==> config.mk <==
export PLATFORM = sky130hd
export DESIGN_NAME = vna_front
export DESIGN_NICKNAME = d
export VERILOG_FILES = /design/src/rtl/assert_macros.svh /design/src/rtl/vna_pkg.sv /design/src/rtl/vna_front.sv
export SDC_FILE = /design/constraint.sdc
export NUM_CORES = 1
export LEC_CHECK = 0
export BUFFER_PORTS_ARGS = -buffer_cell sky130_fd_sc_hd__buf_2
export CAP_MARGIN = 20
export CORE_MARGIN = 1.5
export CORE_UTILIZATION = 35
export DETAILED_ROUTE_END_ITERATION = 7
export SLEW_MARGIN = 10
export SYNTH_ARGS = -nofsm -noshare
export SYNTH_HDL_FRONTEND = slang
export SYNTH_SLANG_ARGS = --single-unit
export TNS_END_PERCENT = 50
==> constraint.sdc <==
create_clock -name clock -period 17.8 [get_ports clock]
set_input_delay 3.56 -clock clock [delete_from_list [all_inputs] [get_ports clock]]
set_output_delay 3.56 -clock clock [all_outputs]
set_load 0.005 [all_outputs]
==> src/rtl/assert_macros.svh <==
// Assertion macros used by the top level.
`ifndef ASSERT_MACROS_SVH
`define ASSERT_MACROS_SVH
`ifndef ASSERT_OFF
`define ASSERT_IMPLY(lbl, clk, rst, ante, cons, msg) \
   lbl: assert property (@(posedge clk) disable iff (rst) (ante) |-> (cons)) \
      else $error(msg);
`define ASSERT_NEXT(lbl, clk, rst, ante, cons, msg) \
   lbl: assert property (@(posedge clk) disable iff (rst) (ante) |=> (cons)) \
      else $error(msg);
`else
`define ASSERT_IMPLY(lbl, clk, rst, ante, cons, msg)
`define ASSERT_NEXT(lbl, clk, rst, ante, cons, msg)
`endif
`endif

==> src/rtl/vna_pkg.sv <==
package vna_pkg;

   // Fixed field widths
   localparam int FUNC_W = 2;
   localparam int IDX_W  = 10;
   localparam int POS_W  = 16;
   localparam int NORM_W = 16;

   // Defaults of the top level parameters
   localparam int DEF_MAX_VERTICES = 1024;
   localparam int DEF_POS_BITS     = 16;
   localparam int DEF_ACC_BITS     = 24;

   // Queue between front and back, a power of two
   localparam int QUEUE_DEPTH = 2;

   // Unit scaling: top magnitude bit, fraction bits of Q1.14, one in Q1.14
   localparam int NORM_TOP  = 23;
   localparam int FRAC_BITS = 14;
   localparam int UNIT_ONE  = 16384;
   localparam int MAG_W     = NORM_TOP + 1;
   localparam int SQ_W      = 2 * MAG_W;
   localparam int SUM_W     = SQ_W + 2;
   localparam int ROOT_W    = SUM_W / 2;
   localparam int QUOT_W    = FRAC_BITS + 1;
   localparam int NUM_W     = MAG_W + FRAC_BITS + 1;

   typedef enum logic [FUNC_W-1:0] {
      FUNC_LOAD = 2'd0,
      FUNC_TRI  = 2'd1,
      FUNC_READ = 2'd2,
      FUNC_NONE = 2'd3
   } func_type;

   typedef enum logic [1:0] {
      OP_LOAD = 2'd0,
      OP_TRI  = 2'd1,
      OP_READ = 2'd2,
      OP_MISS = 2'd3
   } op_type;

   typedef struct packed {
      op_type                   op;
      logic [IDX_W-1:0]         vertex;
      logic signed [POS_W-1:0]  px;
      logic signed [POS_W-1:0]  py;
      logic signed [POS_W-1:0]  pz;
      logic [IDX_W-1:0]         ca;
      logic [IDX_W-1:0]         cb;
      logic [IDX_W-1:0]         cc;
   } item_type;

   typedef struct packed {
      logic                     ok;
      logic signed [NORM_W-1:0] nx;
      logic signed [NORM_W-1:0] ny;
      logic signed [NORM_W-1:0] nz;
   } unit_res_type;

endpackage

==> src/rtl/vna_front.sv <==
module vna_front #(
   parameter int MAX_VERTICES = vna_pkg::DEF_MAX_VERTICES
) (
   input  logic                          clock,
   input  logic                          reset,
   input  logic                          start,
   input  logic [vna_pkg::FUNC_W-1:0]    func,
   input  logic [vna_pkg::IDX_W-1:0]     vertex_index,
   input  logic signed [vna_pkg::POS_W-1:0] pos_x,
   input  logic signed [vna_pkg::POS_W-1:0] pos_y,
   input  logic signed [vna_pkg::POS_W-1:0] pos_z,
   input  logic [vna_pkg::IDX_W-1:0]     corner_a,
   input  logic [vna_pkg::IDX_W-1:0]     corner_b,
   input  logic [vna_pkg::IDX_W-1:0]     corner_c,
   output logic                          busy,
   output logic                          q_valid,
   output vna_pkg::item_type             q_item,
   input  logic                          q_pop
);
   import vna_pkg::*;

   localparam int PW = $clog2(QUEUE_DEPTH);
   localparam int CW = $clog2(QUEUE_DEPTH + 1);

   item_type        queue_ff [QUEUE_DEPTH];
   logic [PW-1:0]   wr_ff, wr_in, rd_ff, rd_in;
   logic [CW-1:0]   count_ff, count_in;
   item_type        item;
   logic            keep, push;
   logic            vi_ok, tri_ok;

   assign busy    = (count_ff == CW'(QUEUE_DEPTH));
   assign q_valid = (count_ff != '0);
   assign q_item  = queue_ff[rd_ff];

   // Classify the item: drop what has no effect, mark reads that miss
   always_comb begin
      vi_ok  = (32'(vertex_index) < 32'(MAX_VERTICES));
      tri_ok = (32'(corner_a) < 32'(MAX_VERTICES)) && (32'(corner_b) < 32'(MAX_VERTICES))
               && (32'(corner_c) < 32'(MAX_VERTICES));
      item.vertex = vertex_index;
      item.px = pos_x;
      item.py = pos_y;
      item.pz = pos_z;
      item.ca = corner_a;
      item.cb = corner_b;
      item.cc = corner_c;
      item.op = OP_LOAD;
      keep = 1'b0;
      case (func_type'(func))
         FUNC_LOAD: begin
            item.op = OP_LOAD;
            keep = vi_ok;
         end
         FUNC_TRI: begin
            item.op = OP_TRI;
            keep = tri_ok;
         end
         FUNC_READ: begin
            item.op = vi_ok ? OP_READ : OP_MISS;
            keep = 1'b1;
         end
         default: begin
            keep = 1'b0;
         end
      endcase
   end

   assign push = start && !busy && keep;

   // Advance queue pointers and fill count
   always_comb begin
      wr_in    = push ? wr_ff + 1'b1 : wr_ff;
      rd_in    = q_pop ? rd_ff + 1'b1 : rd_ff;
      count_in = count_ff;
      if (push && !q_pop) begin
         count_in = count_ff + 1'b1;
      end else if (!push && q_pop) begin
         count_in = count_ff - 1'b1;
      end
   end

   always_ff @(posedge clock) begin
      if (reset) begin
         wr_ff    <= '0;
         rd_ff    <= '0;
         count_ff <= '0;
      end else begin
         wr_ff    <= wr_in;
         rd_ff    <= rd_in;
         count_ff <= count_in;
      end
   end

   // Hold queued items
   always_ff @(posedge clock) begin
      if (push) begin
         queue_ff[wr_ff] <= item;
      end
   end

endmodule

==> flow_summary.json, run 1 <==
{
  "hold_viol_final": 0,
  "synthesis.area_sq_um": 6790,
  "p_leak_nw": 3.13,
  "viasPerCell": 4.41,
  "setup_viol": 0,
  "syn_nets": 402,
  "first_pass_iters": 4,
  "cts_root_buffer": "clkbuf_16",
  "crit_path_start_kind": "flop",
  "cts_tree": "yes",
  "r2r_slack_ns": 15.06,
  "cp_max_fo": 50,
  "clk_pin_slew_worst_paths_ns": 0.06,
  "synth_cell_type_count": 20,
  "cp-end-kind": "output pin",
  "yosys.area_share.simple_pct": 0.996,
  "syn_avg_cell_area_sq_um": 22.1,
  "die_h_um": 142,
  "grt_use_total_pct": 12.4,
  "syn_inst": 307,
  "p_clk_share_pct": 35.7,
  "comb_power_share_pct": 10.9,
  "ctsResizeCount": 0,
  "cap_violations": 0,
  "crit_required_ns": 14.24,
  "critPathCapture": "q_item[19]",
  "power_switching_w": 0.000218,
  "synth_compound_gate_area_share_pct": 0.442,
  "yosys_register_bits": 185,
  "drtIter0Drc": 166,
  "synth_fa_ha_area_share_pct": 0.184,
  "fill_cells": 1668,
  "outcome": "completed",
  "synth_xor_area_share_pct": 0.387,
  "place.gp.congestion": 0.709,
  "grt_pass1_vias": 3595,
  "portBuffers": 185,
  "r2r-start": "count_ff[1]",
  "grt_max_degree": 68,
  "slew_viol_final": 0,
  "dp_hpwl_um": 8030,
  "relSlewSlack_pct": 38.3,
  "hold_path_class": "flop to flop",
  "antenna_found_initial": 1,
  "min_period_ns": 5.95,
  "fin_crit_sh_pct": 33.5,
  "vdd_ir_drop_max_uv": 61.6,
  "fin_tns_setup_ns": 0,
  "route.detailed.drc": 0,
  "reg2reg_depth": 4,
  "worst_pin_slew_ns": 0.925,
  "synth_top_family_by_area": "multiplexers",
  "postCtsSetupRepairBufs": 0,
  "regArea_sq_um": 5510,
  "ant_nets": 0,
  "ys_seq_area_share_pct": 81.1,
  "die-width_um": 142,
  "numCtsBuffers": 17,
  "switching_share_pct": 21.9,
  "synth_mux_area_share_pct": 15.2,
  "ctsHtreeMaxLevel": 4,
  "cts_sinks": 185,
  "drive_gt1_share_pct": 58.5,
  "fmax_mhz": 168,
  "pwr-share-seq_pct": 53.3,
  "reg2reg_to": "queue_ff[0][50]",
  "dieArea_sq_um": 20200,
  "clkLatencyLatePin_ns": 0.42,
  "criticalPathCategory": "flop to output pin",
  "nNetsFinal": 599,
  "num_rows": 50,
  "rsz0062_at_grt": "false",
  "grt_overflow": 0,
  "clockBufferDepth": 2,
  "core_sq_um": 18800,
  "post_drt_wl_per_cell_um": 15.9,
  "worstPathArrival_ns": 2.39,
  "grt_pass1_wl_um": 18500,
  "multiInputGateArea_sq_um": 1170,
  "routed-via-count": 3427,
  "worst_slack_ns": 11.85,
  "clock_skew_ns": 0.00710,
  "drt_wl_total_um": 12400,
  "pre_cts_slack_ns": 11.73,
  "powerDensity_nw_per_um2": 117,
  "syn2layout_area_growth_pct": 25.6,
  "ios": 186,
  "start_util_pct": 36.0,
  "ys_warn_count": 0,
  "cts_hold_buf": 0,
  "p_int_w": 0.000778
}
[cell usage after synthesis (all sizes together)]
cell type	instances	share of area, %
inv	2	0.11
xor2	2	0.26
or3	1	0.092
buf	10	1.6
ha	1	0.18
mux2	91	15
nor2	4	0.22
a21oi	1	0.074
dfxtp	5	1.5
a211oi	1	0.29
or2	1	0.092
edfxtp	180	80
and2	1	0.092
o21ai	1	0.074
nor2b	5	0.50
xnor2	1	0.13
[final cells by class]
| type | count | area share [%] |
|---|---|---|
| multi-input combinational | 110 | 13.8 |
| antenna | 1 | 0.0294 |
| sequential | 185 | 64.6 |
| inverter | 2 | 0.0881 |
| timing repair buffer | 188 | 11.1 |
| clock inverter | 14 | 1.56 |
| clock buffer | 17 | 4.99 |
| tap | 260 | 3.82 |
[critical path: stages, from the launching register on]
cell and delay (ns):
dfxtp_4 0.70, buf_4 0.67, mux2_2 0.42, buf_2 0.13
[per-stage QoR]
step	total power [W]	area [sq um]	cells	hold slack [ns]	utilization (%)
6_report	0.000996	8530	777	0.520	45.3
4_1_cts	0.00101	8520	776	0.525	45.3
3_3_place_gp	0.000649	7970	745	0.473	42.3
3_5_place_dp	0.000653	7970	745	0.501	42.3
2_1_floorplan	0.000603	6790	307	0.456	-
5_1_grt	0.00104	8520	776	0.545	45.3
[cell families after synthesis]
| group | count (synthesis) |
|---|---|
| buffers and inverters | 12 |
| and+or+nand+nor | 12 |
| DFF | 185 |
| xor gates and xnor gates | 3 |
| AOI/OAI and AO/OA | 3 |
| adders and majority gates | 1 |
| muxes | 91 |
[layer usage]
metal  vias to the layer above  wire length [um]  track usage (%)
li1                       1603                 -                -
met1                      1695              5000             13.9
met2                       119              6370             21.4
met3                        10               878             4.34
met4                         0               128             5.21
met5                         -                 0                0
[worst min path at each step]
stage                     start           to  cells past startpoint
floorplan           count_ff[1]  count_ff[1]                      2
global placement    count_ff[1]  count_ff[1]                      2
CTS                       rd_ff         flop                      2
global route              rd_ff        rd_ff                      2
finish                    rd_ff        rd_ff                      2
detailed placement        rd_ff         flop                      2
[flip-flops by register name, summed over array words and instances (netlist names), named ones only]
register	cells
queue_ff	180
rd_ff	1
wr_ff	1
count_ff	2
[power groups by stage]
stage / combinational [W] / sequential (W) / clock [W]
after CTS: 0.000113 / 0.000532 / 0.000367
after global routing: 0.000121 / 0.000535 / 0.000385
after global placement: 0.000110 / 0.000539 / 0
final: 0.000109 / 0.000531 / 0.000356
after floorplan: 0.0000645 / 0.000538 / 0
after detailed placement: 0.000112 / 0.000541 / 0
[cell usage in the layout (no fill, tap or decap), drive strengths merged]
cell        n
buf       188
edfxtp    180
mux2       91
clkbuf     17
clkinv      7
dfxtp       5
nor2b       5
nor2        4
clkinvlp    4
inv         3
xor2        2
bufinv      2
diode       1
a211oi      1
and2        1
or2         1
xnor2       1
o21ai       1
or3         1
a21oi       1
ha          1
No activity file was read; power rests on OpenSTA's default activity.
==> run 2, diff against run 1 <==
Settings changed: ABC_AREA set to 1.
Clock period 17.8 ns to 6.22 ns, I/O delays scaled along.
==> flow_summary.json, run 2 <==
{
  "fin_crit_sh_pct": 55.8,
  "ctsResizeCount": 0,
  "grt_pass1_vias": 3762,
  "yosys_most_used_dff": "edfxtp_1",
  "ys_seq_area_share_pct": 76.4,
  "cts_hold_buf": 0,
  "slew_viol_final": 0,
  "power_switching_w": 0.000617,
  "worstPathCellList": "buf_4, mux2_4, buf_2",
  "clkLatencyLatePin_ns": 0.42,
  "critPathSlowestCell": "dfxtp_4",
  "switching_share_pct": 21.3,
  "drive_gt1_share_pct": 58.5,
  "syn_nets": 416,
  "antenna_found_initial": 1,
  "worst_pin_slew_ns": 0.925,
  "regMostFlops": "queue_ff",
  "drtIter0Drc": 133,
  "syn_avg_cell_area_sq_um": 22.4,
  "dieArea_sq_um": 21500,
  "crit_family": "buffers and inverters",
  "clk_pin_slew_worst_paths_ns": 0.06,
  "fin_tns_setup_ns": 0,
  "largest_reg_flops": 180,
  "crit_required_ns": 4.98,
  "synth_cell_type_count": 14,
  "core_sq_um": 20200,
  "nNetsFinal": 614,
  "hold_viol_final": 0,
  "syn2layout_area_growth_pct": 24.0,
  "ys_top_cells_by_area": "edfxtp_1 (75%), mux2_4 (19%), buf_12 (2.5%)",
  "cts_sinks": 185,
  "ctsHtreeMaxLevel": 4,
  "worstPathArrival_ns": 2.23,
  "p_int_w": 0.00228,
  "largestRegisters": "queue_ff: 180 flops, count_ff: 2 flops",
  "drt_wl_total_um": 12700,
  "critPathBufInv": 2,
  "hold_path_class": "flop to flop",
  "syn_inst": 321,
  "post_drt_wl_per_cell_um": 15.8,
  "pwr-share-seq_pct": 51.5,
  "cp-end-kind": "output pin",
  "synth.top_cell.area_share_pct": 75.0,
  "ios": 186,
  "criticalPathCategory": "flop to output pin",
  "final_cell_mix": "buf_2 (185), edfxtp_1 (180), mux2_4 (90)",
  "vdd_ir_drop_max_uv": 175,
  "clockBufferDepth": 2,
  "ys_warn_count": 0,
  "synthesis.area_sq_um": 7200,
  "grt_pass1_wl_um": 19700,
  "dp_hpwl_um": 8430,
  "placed_cells": 770,
  "layout_commonest_cell": "buf_2",
  "rsz0062_at_grt": "false",
  "setup_viol": 0,
  "p_leak_nw": 3.53,
  "relSlewSlack_pct": 38.2,
  "cpPeakStageDelay_ns": 0.64,
  "portBuffers": 185,
  "yosysTopAreaCell": "edfxtp_1",
  "die_h_um": 146,
  "async_reset_ff_share_pct": 0,
  "grt_use_total_pct": 12.1,
  "place.gp.congestion": 0.716,
  "total_power_w": 0.00289,
  "cap_violations": 0,
  "final_cells": 801,
  "cts_tree": "yes",
  "synth_common_cells": "edfxtp_1 (180), mux2_4 (90), inv_1 (12), buf_12 (9), nand2_1 (9)",
  "regArea_sq_um": 5510,
  "synth_edf_count": 180,
  "yosysMostFrequentCell": "edfxtp_1",
  "yosys_register_bits": 185,
  "fmax_mhz": 288,
  "first_pass_iters": 4,
  "viasPerCell": 4.34,
  "routed-via-count": 3476,
  "worst_slack_ns": 2.75,
  "multiInputGateArea_sq_um": 1480,
  "postCtsSetupRepairBufs": 0,
  "min_period_ns": 3.47,
  "die-width_um": 146,
  "ant_nets": 0,
  "clock_skew_ns": 0.00684,
  "outcome": "completed",
  "p_clk_share_pct": 36.8,
  "grt_max_degree": 64,
  "comb_power_share_pct": 11.7,
  "numCtsBuffers": 17,
  "route.detailed.drc": 0,
  "cp_max_fo": 37,
  "start_util_pct": 35.6,
  "crit_path_start_kind": "flop",
  "r2r_slack_ns": 3.95,
  "cts_root_buffer": "clkbuf_16",
  "fill_cells": 1767,
  "num_rows": 52,
  "grt_overflow": 0,
  "pre_cts_slack_ns": 2.95,
  "powerDensity_nw_per_um2": 324
}
## run 2: power groups by stage
stage,logic [W],registers [W],clock network [W]
4_1_cts,0.000347,0.00149,0.00110
6_report,0.000338,0.00149,0.00107
3_5_place_dp,0.000346,0.00152,0
5_1_grt,0.000367,0.00150,0.00114
3_3_place_gp,0.000340,0.00151,0
2_1_floorplan,0.000228,0.00151,0
## run 2: path summary, 6_finish.rpt
path,cells past startpoint,startpoint,to
max,3,flop,q_item[16]
max reg2reg,5,count_ff[0],queue_ff[0][60]
min,2,rd_ff,rd_ff
min reg2reg,2,rd_ff,rd_ff
## run 2: metrics by stage
stage / util (%) / area (sq um) / hold slack, ns
after detailed placement: 41.3 / 8350 / 0.512
final: 44.2 / 8930 / 0.526
after floorplan: - / 7200 / 0.480
after CTS: 44.1 / 8930 / 0.527
after global placement: 41.3 / 8350 / 0.494
after global routing: 44.2 / 8930 / 0.547
## run 2: area by class of cell
class | count | share of cell area (%)
multi-input combinational | 114 | 16.5
clock buffer | 19 | 4.85
inverter | 12 | 0.504
sequential | 185 | 61.7
tap | 270 | 3.78
timing repair buffer | 189 | 11.0
antenna | 1 | 0.0280
clock inverter | 11 | 1.67
## run 2: logic make-up after synthesis
| family | share of synthesized area, % |
|---|---|
| adder cells (fa/ha/maj) | 0.174 |
| flip-flops | 76.4 |
| AO/OA/AOI/OAI | 0.139 |
| multiplexers | 18.8 |
| buffers and inverters | 3.28 |
| XOR/XNOR | 0.122 |
| AND/OR/NAND/NOR | 1.11 |
## run 2: routing by layer
| layer | GRT usage (%) | part of all wire, % | vias up |
|---|---|---|---|
| li1 | - | - | 1632 |
| met1 | 14.2 | 42 | 1716 |
| met2 | 20.4 | 51 | 115 |
| met3 | 4.25 | 5.6 | 13 |
| met4 | 4.80 | 1.6 | 0 |
| met5 | 0 | 0 | - |
## run 2: tightest hold or removal path, cell delays in order, from the launching register on
cell     delay (ns)
dfxtp_1        0.33
xnor2_1        0.09
nor2_1         0.08
